`src/c8ie_pkg.sv`:
```
// ----------------------------------------------------------------------------
// c8ie_pkg
// Shared types and constants for the chip-8 instruction execute block.
// ----------------------------------------------------------------------------
`default_nettype none

package c8ie_pkg;

  localparam int unsigned AddrW        = 12;
  localparam int unsigned ByteW        = 8;
  localparam int unsigned RegIdxW      = 4;
  localparam int unsigned NumGenRegs   = 16;
  localparam int unsigned StackDepthDef = 16;

  localparam logic [AddrW-1:0] PcReset    = 12'h200;
  localparam logic [AddrW-1:0] PcStep     = 12'd2;
  localparam logic [ByteW-1:0] TimerReset = 8'd60;

  // opcode groups (top nibble)
  localparam logic [3:0] GrpSys     = 4'h0;
  localparam logic [3:0] GrpJump    = 4'h1;
  localparam logic [3:0] GrpCall    = 4'h2;
  localparam logic [3:0] GrpSetIdx  = 4'hA;
  localparam logic [3:0] GrpJumpV0  = 4'hB;
  localparam logic [3:0] GrpRand    = 4'hC;

  // full opcodes of the system group
  localparam logic [15:0] OpCls = 16'h00E0;
  localparam logic [15:0] OpRet = 16'h00EE;

  typedef enum logic [1:0] {
    StOk        = 2'd0,
    StUnknown   = 2'd1,
    StOverflow  = 2'd2,
    StUnderflow = 2'd3
  } status_e;

  typedef struct packed {
    logic [AddrW-1:0]   next_pc;
    logic [AddrW-1:0]   index_value;
    logic               clear_screen;
    logic               reg_written;
    logic [RegIdxW-1:0] reg_number;
    logic [ByteW-1:0]   reg_value;
    logic [ByteW-1:0]   delay_value;
    logic [ByteW-1:0]   sound_value;
    logic               beep;
    status_e            status;
  } result_t;

  // core -> return stack
  typedef struct packed {
    logic             push;
    logic             pop;
    logic [AddrW-1:0] data;
  } stk_req_t;

  // return stack -> core
  typedef struct packed {
    logic             empty;
    logic             full;
    logic [AddrW-1:0] top;
  } stk_stat_t;

endpackage

`default_nettype wire

```
`src/c8ie_stack.sv`:
```
// ----------------------------------------------------------------------------
// c8ie_stack
// Return address stack built as a shift stack: the top entry is always slot 0.
// ----------------------------------------------------------------------------
`default_nettype none

module c8ie_stack #(
  parameter int unsigned StackDepth = c8ie_pkg::StackDepthDef
) (
  input  wire logic                clk_i,
  input  wire logic                rst_ni,
  input  wire c8ie_pkg::stk_req_t  req_i,
  output      c8ie_pkg::stk_stat_t stat_o
);
  import c8ie_pkg::*;

  localparam int unsigned CntW = $clog2(StackDepth + 1);

  logic [AddrW-1:0] entries_q [StackDepth];
  logic [CntW-1:0]  count_q, count_d;

  always_ff @(posedge clk_i) begin
    if (req_i.push) begin
      entries_q[0] <= req_i.data;
      for (int i = 1; i < StackDepth; i++) begin
        entries_q[i] <= entries_q[i-1];
      end
    end else if (req_i.pop) begin
      for (int i = 0; i < StackDepth - 1; i++) begin
        entries_q[i] <= entries_q[i+1];
      end
    end
  end

  always_comb begin
    count_d = count_q;
    if (req_i.push) begin
      count_d = count_q + CntW'(1);
    end else if (req_i.pop) begin
      count_d = count_q - CntW'(1);
    end
  end

  always_ff @(posedge clk_i or negedge rst_ni) begin
    if (!rst_ni) begin
      count_q <= '0;
    end else begin
      count_q <= count_d;
    end
  end

  assign stat_o.empty = (count_q == '0);
  assign stat_o.full  = (count_q == CntW'(StackDepth));
  assign stat_o.top   = entries_q[0];

endmodule

`default_nettype wire

```
`src/c8ie_core.sv`:
```
// ----------------------------------------------------------------------------
// c8ie_core
// Architectural state and single-pass execute logic for one instruction.
// ----------------------------------------------------------------------------
`default_nettype none

module c8ie_core #(
  parameter int unsigned StackDepth = c8ie_pkg::StackDepthDef
) (
  input  wire logic              clk_i,
  input  wire logic              rst_ni,
  input  wire logic              exec_i,
  input  wire logic [15:0]       instr_i,
  input  wire logic [7:0]        rnd_i,
  output      c8ie_pkg::result_t result_o
);
  import c8ie_pkg::*;

  logic [AddrW-1:0] pc_q, pc_d;
  logic [AddrW-1:0] idx_q, idx_d;
  logic [ByteW-1:0] delay_q, delay_d;
  logic [ByteW-1:0] sound_q, sound_d;
  logic [ByteW-1:0] vregs_q [NumGenRegs];

  logic [3:0]         grp;
  logic [AddrW-1:0]   nnn;
  logic [RegIdxW-1:0] x;
  logic [ByteW-1:0]   nn;
  logic [AddrW-1:0]   pc_inc;

  logic               clr;
  logic               wr;
  logic [RegIdxW-1:0] wnum;
  logic [ByteW-1:0]   wval;
  status_e            status;
  logic               push, pop;

  stk_req_t  stk_req;
  stk_stat_t stk_stat;

  assign grp    = instr_i[15:12];
  assign nnn    = instr_i[11:0];
  assign x      = instr_i[11:8];
  assign nn     = instr_i[7:0];
  assign pc_inc = pc_q + PcStep;

  always_comb begin
    pc_d   = pc_q;
    idx_d  = idx_q;
    clr    = 1'b0;
    wr     = 1'b0;
    wnum   = '0;
    wval   = '0;
    status = StOk;
    push   = 1'b0;
    pop    = 1'b0;
    unique case (grp)
      GrpSys: begin
        if (instr_i == OpCls) begin
          clr  = 1'b1;
          pc_d = pc_inc;
        end else if (instr_i == OpRet) begin
          if (stk_stat.empty) begin
            status = StUnderflow;
          end else begin
            pop  = 1'b1;
            pc_d = stk_stat.top + PcStep;
          end
        end else begin
          status = StUnknown;
        end
      end
      GrpJump: begin
        pc_d = nnn;
      end
      GrpCall: begin
        if (stk_stat.full) begin
          status = StOverflow;
        end else begin
          push = 1'b1;
          pc_d = nnn;
        end
      end
      GrpSetIdx: begin
        idx_d = nnn;
        pc_d  = pc_inc;
      end
      GrpJumpV0: begin
        pc_d = nnn + {{(AddrW-ByteW){1'b0}}, vregs_q[0]};
      end
      GrpRand: begin
        wr   = 1'b1;
        wnum = x;
        wval = nn & rnd_i;
        pc_d = pc_inc;
      end
      default: begin
        status = StUnknown;
      end
    endcase
  end

  // timers count down to zero and stick there
  assign delay_d = (delay_q != '0) ? delay_q - 8'd1 : delay_q;
  assign sound_d = (sound_q != '0) ? sound_q - 8'd1 : sound_q;

  // call pushes its own address
  assign stk_req.push = exec_i & push;
  assign stk_req.pop  = exec_i & pop;
  assign stk_req.data = pc_q;

  c8ie_stack #(
    .StackDepth(StackDepth)
  ) u_stack (
    .clk_i (clk_i),
    .rst_ni(rst_ni),
    .req_i (stk_req),
    .stat_o(stk_stat)
  );

  always_ff @(posedge clk_i or negedge rst_ni) begin
    if (!rst_ni) begin
      pc_q    <= PcReset;
      idx_q   <= '0;
      delay_q <= TimerReset;
      sound_q <= TimerReset;
      for (int i = 0; i < NumGenRegs; i++) begin
        vregs_q[i] <= '0;
      end
    end else if (exec_i) begin
      pc_q    <= pc_d;
      idx_q   <= idx_d;
      delay_q <= delay_d;
      sound_q <= sound_d;
      if (wr) begin
        vregs_q[wnum] <= wval;
      end
    end
  end

  assign result_o.next_pc      = pc_d;
  assign result_o.index_value  = idx_d;
  assign result_o.clear_screen = clr;
  assign result_o.reg_written  = wr;
  assign result_o.reg_number   = wnum;
  assign result_o.reg_value    = wval;
  assign result_o.delay_value  = delay_d;
  assign result_o.sound_value  = sound_d;
  assign result_o.beep         = (sound_q == 8'd1);
  assign result_o.status       = status;

endmodule

`default_nettype wire

```
`src/chip8_instruction_execute.sv`:
```
// ----------------------------------------------------------------------------
// chip8_instruction_execute
// Executes one fetched chip-8 opcode per request and reports the new state.
// ----------------------------------------------------------------------------
// channel  dir  bits  contents (lsb first)
// s_axis   in   24    instruction[15:0], random_byte[23:16]
// m_axis   out  64    next_pc, index_value, clear_screen, reg_written,
//                     reg_number, reg_value, delay_value, sound_value,
//                     beep, status, zero pad
//
// one request per cycle sustained while m_axis is not stalled; the request sits
// in the input register, then is executed into the result register.
// the execute step is a single pass over the pc, index, timers and the
// shift-style return stack, so nothing iterates.
// reset puts pc at 0x200, timers at 60, index, registers and stack empty.
// a stalled result holds the pipe; the input register still takes one
// request while the result waits.
// ----------------------------------------------------------------------------
`default_nettype none

module chip8_instruction_execute #(
  parameter int unsigned StackDepth = c8ie_pkg::StackDepthDef
) (
  input  wire logic        clk_i,
  input  wire logic        rst_ni,
  input  wire logic        s_axis_tvalid_i,
  output      logic        s_axis_tready_o,
  input  wire logic [23:0] s_axis_tdata_i,   // instruction, random_byte
  output      logic        m_axis_tvalid_o,
  input  wire logic        m_axis_tready_i,
  output      logic [63:0] m_axis_tdata_o    // next_pc, index_value, clear_screen,
                                             // reg_written, reg_number, reg_value,
                                             // delay_value, sound_value, beep, status
);
  import c8ie_pkg::*;

  logic        in_valid_q, in_valid_d;
  logic [15:0] instr_q;
  logic [7:0]  rnd_q;
  logic        out_valid_q, out_valid_d;
  result_t     res_q;
  result_t     res;

  logic advance;
  logic exec;
  logic s_fire;

  assign advance         = !out_valid_q || m_axis_tready_i;
  assign exec            = in_valid_q && advance;
  assign s_axis_tready_o = !in_valid_q || advance;
  assign s_fire          = s_axis_tvalid_i && s_axis_tready_o;

  always_comb begin
    in_valid_d = in_valid_q;
    if (s_fire) begin
      in_valid_d = 1'b1;
    end else if (exec) begin
      in_valid_d = 1'b0;
    end
    out_valid_d = out_valid_q;
    if (exec) begin
      out_valid_d = 1'b1;
    end else if (m_axis_tready_i) begin
      out_valid_d = 1'b0;
    end
  end

  always_ff @(posedge clk_i or negedge rst_ni) begin
    if (!rst_ni) begin
      in_valid_q  <= 1'b0;
      out_valid_q <= 1'b0;
    end else begin
      in_valid_q  <= in_valid_d;
      out_valid_q <= out_valid_d;
    end
  end

  always_ff @(posedge clk_i) begin
    if (s_fire) begin
      instr_q <= s_axis_tdata_i[15:0];
      rnd_q   <= s_axis_tdata_i[23:16];
    end
    if (exec) begin
      res_q <= res;
    end
  end

  c8ie_core #(
    .StackDepth(StackDepth)
  ) u_core (
    .clk_i   (clk_i),
    .rst_ni  (rst_ni),
    .exec_i  (exec),
    .instr_i (instr_q),
    .rnd_i   (rnd_q),
    .result_o(res)
  );

  assign m_axis_tvalid_o = out_valid_q;
  assign m_axis_tdata_o  = {7'd0,
                            res_q.status,
                            res_q.beep,
                            res_q.sound_value,
                            res_q.delay_value,
                            res_q.reg_value,
                            res_q.reg_number,
                            res_q.reg_written,
                            res_q.clear_screen,
                            res_q.index_value,
                            res_q.next_pc};

endmodule

`default_nettype wire
```
`config.mk`:
```
export PLATFORM = sky130hd
export DESIGN_NAME = chip8_instruction_execute
export DESIGN_NICKNAME = d
export VERILOG_FILES = /design/src/c8ie_pkg.sv /design/src/c8ie_stack.sv /design/src/c8ie_core.sv /design/src/chip8_instruction_execute.sv
export SDC_FILE = /design/constraint.sdc
export NUM_CORES = 1
export LEC_CHECK = 0
export BUFFER_PORTS_ARGS = -buffer_cell sky130_fd_sc_hd__buf_2
export CAP_MARGIN = 25
export CORE_ASPECT_RATIO = 0.6
export CORE_UTILIZATION = 40
export CTS_CLUSTER_DIAMETER = 30
export DETAILED_ROUTE_END_ITERATION = 6
export PLACE_DENSITY = 0.52
export SYNTH_ARGS = -nofsm -noshare
export SYNTH_HDL_FRONTEND = slang
export SYNTH_SLANG_ARGS = --single-unit
export TNS_END_PERCENT = 1
```
`constraint.sdc`:
```
create_clock -name clk_i -period 10.6 [get_ports clk_i]
set_input_delay 1.06 -clock clk_i [delete_from_list [all_inputs] [get_ports clk_i]]
set_output_delay 1.06 -clock clk_i [all_outputs]
set_load 0.005 [all_outputs]
```
==> flow_summary.toml, run 1 <==
[setup_path]
path_class = "in -> reg"
startpoint_type = "input port"
critPathMaxFanout = 100
critPathArrivalTime_ps = 5620
worst_setup_path_end_kind = "flip-flop"
crit_required_ps = 10880

[route]
vias_per_cell = 5.229
drtPass1Iterations = 5
post-route-drc-count = 0
ant_nets = 0
routed_wl_um = 33890
first_iter_violations = 894
wl_per_cell_um = 18.19
vias = 9742

[logic_synthesis]
synth.distinct_cells = 71
synth_area_leaders = "edfxtp_1 (54%), mux2_2 (10%), dfrtp_1 (7.6%)"
postSynthCellCount = 1222
ys_warn_count = 0
async_reset_ff_share_pct = 16.77
synth_area_leader_cell = "edfxtp_1"
netlist_area_sq_um = 15200
ys_seq_elements = 328
synth.top_cell.area_share_pct = 53.93
syn_avg_cell_area_sq_um = 12.44
synth_edf_count = 273
ys_seq_area_share_pct = 63.06
synth_ff_type = "edfxtp_1"

[power_and_ir_drop]
p_per_area_nw_per_um2 = 207.4
switching_share_pct = 26.33
ir_drop_uv = 119.9
clock_power_share_pct = 43.6
p_seq_share_pct = 45.0
leakagePower_nw = 6.749
internal_power_mw = 2.731
p_switching_mw = 0.9761
p_comb_share_pct = 11.4

[clock_network]
post_cts_buffers = 0
numCtsBuffers = 51
clk_pin_slew_worst_paths_ps = 50
cts_tree = "built"
cts_max_level = 2
ctsResizeCount = 0
clockBufferDepth = 3
clk-insertion-delay-late_ps = 560
cts_sinks = 328
cts-root-buf = "clkbuf_16"
cts_hold_buf = 0

[grt]
grt_antenna_before_repair = 1
grt_pass1_vias = 9317
overflow = 0
grt_max_degree = 101
grt_usage_pct = 17.68
grt_first_pass_wirelength_um = 53630

[layout]
drive_gt1_share_pct = 25.97
syn2layout_area_growth_pct = 17.61
fin_area_sq_um = 17880
finalNetCount = 1365
diodes = 0
fill_cells = 3342

[sta]
slew_violations = 0
tns_ps = 0
period_share_pct = 50.37
finalHoldViolations = 0
rsz0062_at_grt = "false"
setup_viol = 0
tightest_slew_ps = 1072
clock-skew-final_ps = 14.81
fmax_ghz = 0.1873
fin_crit_ps = 5340
slew_headroom_pct = 27.91

[placed_design]
hpwl_um = 22010
dpl_cell_area_sq_um = 16130
port_buffers = 86
gp_congestion = 0.9203

[min_path]
min_path_type = "reg -> reg"

[outcome]
status = "finished, final reports clean"

[floorplanning]
ioPinCount = 94
dieArea_sq_um = 38810
start_util_pct = 41.21
dieHeight_um = 153
die_w_um = 253.7
rows = 54
coreArea_sq_um = 36890

[job]
max_cap_violations = 0
-- layout by cell type (no fill, tap or decap), drive strengths merged, types with 4 or more instances in the layout --
cell type and n:
clkinvlp 8, o31ai 10, edfxtp 273, inv 29, o21ai 50, clkinv 16
nand2b 9, nor3 17, clkbuf 62, a21boi 5, a31oi 11, o211ai 10
a21o 7, or3 6, xnor2 18, xor2 14, nor2b 4, nor2 50
nand3 21, buf 101, dfrtp 46, or4 9, dfstp 9, a211oi 8
and2 12, nand4 8, a21oi 27, mux2 135, a2111oi 6, nor4 6
conb 7, o22a 6, o21a 8, ha 18, nand2 281
-- worst max-delay path, stage by stage --
cell	delay (ps)
buf_2	100
nand2b_1	150
nand2_1	70
buf_4	320
clkinv_2	690
nand3_2	260
buf_4	550
inv_2	40
buf_4	380
a21oi_1	680
inv_6	480
buf_4	430
buf_16	260
-- power by group through the flow --
stage               Combinational (mW)  Clock, mW  Sequential [mW]
finish                           0.422       1.62             1.67
global route                     0.469       1.72             1.68
CTS                              0.419       1.66             1.66
detailed placement               0.417          0             1.69
global placement                 0.410          0             1.69
floorplan                        0.307          0             1.64
-- Yosys cell counts (12+ instances only) --
cell,count
xnor2_1,18
mux2_2,135
inv_1,20
nand3_1,21
and2_1,12
edfxtp_1,273
xor2_1,14
a21oi_1,27
dfrtp_1,46
nor2_1,50
clkbuf_1,37
o21ai_0,44
nor3_1,17
ha_1,18
nand2_1,281
-- per-stage QoR --
stage	worst slack, ps	util [%]	std cells	hold slack, ps	total power [mW]
after floorplan	4717	-	1228	426.2	1.942
after global placement	4613	43.64	1763	429.8	2.099
after detailed placement	4581	43.73	1765	433.5	2.105
after CTS	5173	48.29	1860	441.1	3.744
after global routing	4801	48.46	1863	447.9	3.868
final	5260	48.46	1863	441.4	3.707
-- sequential cells by signal, summed over array words and instances (netlist names) --
name and cells:
u_core.u_stack.entries_q 192, m_axis_tdata_o 57, instr_q 16, u_core.idx_q 12, u_core.pc_q 12, rnd_q 8, u_core.delay_q 8, u_core.sound_q 8
u_core.vregs_q 8, u_core.u_stack.count_q 5, in_valid_q 1, m_axis_tvalid_o 1
-- per-layer routing --
layer / global-route usage, % / vias to the layer above / share of wire (%)
met3: 4.564 / 54 / 7.4
met5: 0 / - / 0.038
met4: 4.618 / 2 / 1.8
met1: 29.59 / 4725 / 54
met2: 21.62 / 290 / 37
li1: - / 4671 / -
-- logic make-up after synthesis --
logic type	Yosys count	share of synthesized area, %
multiplexers	136	10.07
AO/OA/AOI/OAI	176	7.787
other	1	0.02467
AND/OR/NAND/NOR	442	12.96
buffers and inverters	87	2.510
adder cells (fa/ha/maj)	20	1.745
flip-flops	328	63.06
XOR/XNOR	32	1.844
-- path summary, 6_finish.rpt --
path / cells after the start / to / start / slack [ps]
setup / recovery: 13 / u_core.u_stack.entries_q[0][123]$_DFFE_PP_ / m_axis_tready_i / 5260
hold / removal: 0 / u_core.u_stack.entries_q[0][189]$_DFFE_PP_ / u_core.u_stack.entries_q[0][177]$_DFFE_PP_ / 440
setup reg to reg: 12 / u_core.u_stack.entries_q[0][123]$_DFFE_PP_ / m_axis_tvalid_o$_DFFE_PN0P_ / 5570
hold reg to reg: 0 / u_core.u_stack.entries_q[0][189]$_DFFE_PP_ / u_core.u_stack.entries_q[0][177]$_DFFE_PP_ / 440
max in group asynchronous: 2 / u_core.sound_q[6]$_DFFE_PN0P_ / rst_ni / 9390
min in group asynchronous: 2 / u_core.vregs_q[124]$_DFFE_PN0P_ / rst_ni / 650
-- layout make-up --
type | instances | area [sq um] | share of cell area (%)
clock buffer | 62 | 1390 | 7.776
clock inverter | 33 | 291.5 | 1.631
inverter | 22 | 88.84 | 0.4969
multi-input combinational | 813 | 5288 | 29.58
sequential | 328 | 9585 | 53.62
tap | 504 | 630.6 | 3.527
timing repair buffer | 101 | 603.1 | 3.373
Note: power is estimated with default switching activity, not from simulation.
==> run 2, diff against run 1 <==
--- a/config.mk
+++ b/config.mk
@@ -11,7 +11,7 @@
 export CORE_UTILIZATION = 40
 export CTS_CLUSTER_DIAMETER = 30
 export DETAILED_ROUTE_END_ITERATION = 6
-export PLACE_DENSITY = 0.52
+export PLACE_DENSITY = 0.55
 export SYNTH_ARGS = -nofsm -noshare
 export SYNTH_HDL_FRONTEND = slang
 export SYNTH_SLANG_ARGS = --single-unit
==> constraint.sdc (replaced) <==
create_clock -name clk_i -period 4.48 [get_ports clk_i]
set_input_delay 0.448 -clock clk_i [delete_from_list [all_inputs] [get_ports clk_i]]
set_output_delay 0.448 -clock clk_i [all_outputs]
set_load 0.005 [all_outputs]
==> run 2 against run 1 <==
Core utilization hardly changed. Clock skew is 1.3 ps higher. Clock-buffer cell count is 2 lower. Critical path type is now reg -> reg. Register-to-register slack worse by 4500 ps. Non-clock buffer count is 5 higher. Worst hold slack worse by 370 ps. Combinational power is 140% higher.
==> flow_summary.toml, run 2 (synthesis gave the netlist of run 1 again) <==
[outcome]
status = "finished, final reports clean"

[clock_network]
cts_sinks = 328
cts_tree = "built"
cts-root-buf = "clkbuf_16"
ctsResizeCount = 0
cts_max_level = 2
post_cts_buffers = 0
clockBufferDepth = 3
clk_pin_slew_worst_paths_ps = 50
numCtsBuffers = 50
clk-insertion-delay-late_ps = 550
cts_hold_buf = 0

[setup_path]
crit_required_ps = 4660
r2r_end = "u_core.u_stack.entries_q[0][14]$_DFFE_PP_"
crit_family = "simple AND/OR/NAND/NOR gates"
worstSetupStartpoint = "instr_q[13]$_DFFE_PP_"
critPathArrivalTime_ps = 3590
worstSetupEndpoint = "u_core.u_stack.entries_q[0][14]$_DFFE_PP_"
timing.rr.start = "instr_q[13]$_DFFE_PP_"
crit_slowest_cell = "or4_4"
critPathMaxStageDelay_ps = 720
r2r_setup_slack_ps = 1070
crit_chain = "or4_4 -> nor4_4 -> and2_4 -> a21oi_4 -> clkinvlp_4 -> buf_12"
cp.depth = 6
path_class = "reg -> reg"
worst_setup_path_end_kind = "flip-flop"
critPathMaxFanout = 92
rr_worst_depth = 6
cp_num_buf_inv = 2
startpoint_type = "flip-flop"

[power_and_ir_drop]
internal_power_mw = 6.468
p_comb_share_pct = 11.6
leakagePower_nw = 6.740
p_switching_mw = 2.257
p_seq_share_pct = 45.2
clock_power_share_pct = 43.1
ir_drop_uv = 294.2
p_per_area_nw_per_um2 = 488.4
switching_share_pct = 25.87
total_power_mw = 8.725

[route]
vias_per_cell = 5.257
post-route-drc-count = 0
first_iter_violations = 715
wl_per_cell_um = 18.48
ant_nets = 0
routed_wl_um = 34450
drtPass1Iterations = 6
vias = 9799

[min_path]
min_path_type = "in -> async"

[sta]
fmax_ghz = 0.2932
period_share_pct = 76.13
slew_headroom_pct = 37.93
slew_violations = 0
rsz0062_at_grt = "false"
fin_ws_ps = 1070
tns_ps = 0
clock-skew-final_ps = 16.08
finalHoldViolations = 0
setup_viol = 0
fin_crit_ps = 3410
whs_ps = 69.09
tightest_slew_ps = 923.4

[floorplanning]
coreArea_sq_um = 36890
dieArea_sq_um = 38810
dieHeight_um = 153
start_util_pct = 41.21
die_w_um = 253.7
ioPinCount = 94
rows = 54

[grt]
grt_first_pass_wirelength_um = 54280
overflow = 0
grt_max_degree = 93
grt_antenna_before_repair = 0
grt_usage_pct = 17.98
grt_pass1_vias = 9304

[layout]
diodes = 0
fin_util_pct = 48.43
finalNetCount = 1369
syn2layout_area_growth_pct = 17.53
drive_gt1_share_pct = 25.74
largest-register = "u_core.u_stack.entries_q"
fin_area_sq_um = 17870
largest_reg_flops = 192
fill_cells = 3405
stdcell_count = 1864
layout_commonest_cell = "nand2_1"
final_cell_mix = "nand2_1 (280), edfxtp_1 (273), mux2_2 (135), buf_2 (86)"

[placed_design]
dpl_cell_area_sq_um = 16240
dp_cells = 1772
gp_congestion = 0.9964
place_ws_ps = 1070
hpwl_um = 23000
port_buffers = 86

[job]
max_cap_violations = 0
run 2: changes by cell type in the layout (fill, tap and decap cells not counted), sizes merged:
cell and delta:
bufinv +3, inv -2, clkbuf -2, buf +5
clkinvlp -3
run 2: worst register-to-register path: stages, from the launching register on:
cell and delay, ps:
edfxtp_1 580, or4_4 720, nor4_4 500, and2_4 270, a21oi_4 100, clkinvlp_4 370, buf_12 450
run 2: worst min path at each step:
stage / startpoint / to / slack, ps / cells past startpoint
after global routing: s_axis_tdata_i[3] / instr_q[3]$_DFFE_PP_ / 60 / 1
after global placement: u_core.u_stack.entries_q[0][179]$_DFFE_PP_ / u_core.u_stack.entries_q[0][191]$_DFFE_PP_ / 430 / 0
final: rst_ni / u_core.vregs_q[125]$_DFFE_PN0P_ / 70 / 2
after detailed placement: u_core.u_stack.entries_q[0][171]$_DFFE_PP_ / u_core.u_stack.entries_q[0][183]$_DFFE_PP_ / 440 / 0
after CTS: s_axis_tdata_i[3] / instr_q[3]$_DFFE_PP_ / 50 / 1
after floorplan: rst_ni / in_valid_q$_DFFE_PN0P_ / 150 / 0
run 2: final cells by class:
class | count | area (sq um) | area share, %
clock buffers | 60 | 1289 | 7.213
clock inverters | 31 | 331.6 | 1.856
inverters | 22 | 90.09 | 0.5042
multi-input cells | 813 | 5314 | 29.74
flip-flops and latches | 328 | 9585 | 53.65
well taps | 504 | 630.6 | 3.530
repair buffers | 106 | 625.6 | 3.502
run 2: layer usage:
layer,share of wire [%],wire length (um),GRT usage (%)
met1,53,18330,29.72
met2,37,12880,22.11
met3,7.9,2735,5.433
met4,1.5,506,3.930
met5,0,0,0
run 2: power by group through the flow:
| stage | clock network [mW] | registers [mW] | logic, mW |
|---|---|---|---|
| 3_3_place_gp | 0 | 3.99 | 0.998 |
| 2_1_floorplan | 0 | 3.87 | 0.728 |
| 6_report | 3.76 | 3.95 | 1.02 |
| 4_1_cts | 3.87 | 3.94 | 1.01 |
| 5_1_grt | 4.00 | 3.98 | 1.14 |
| 3_5_place_dp | 0 | 4.00 | 1.01 |
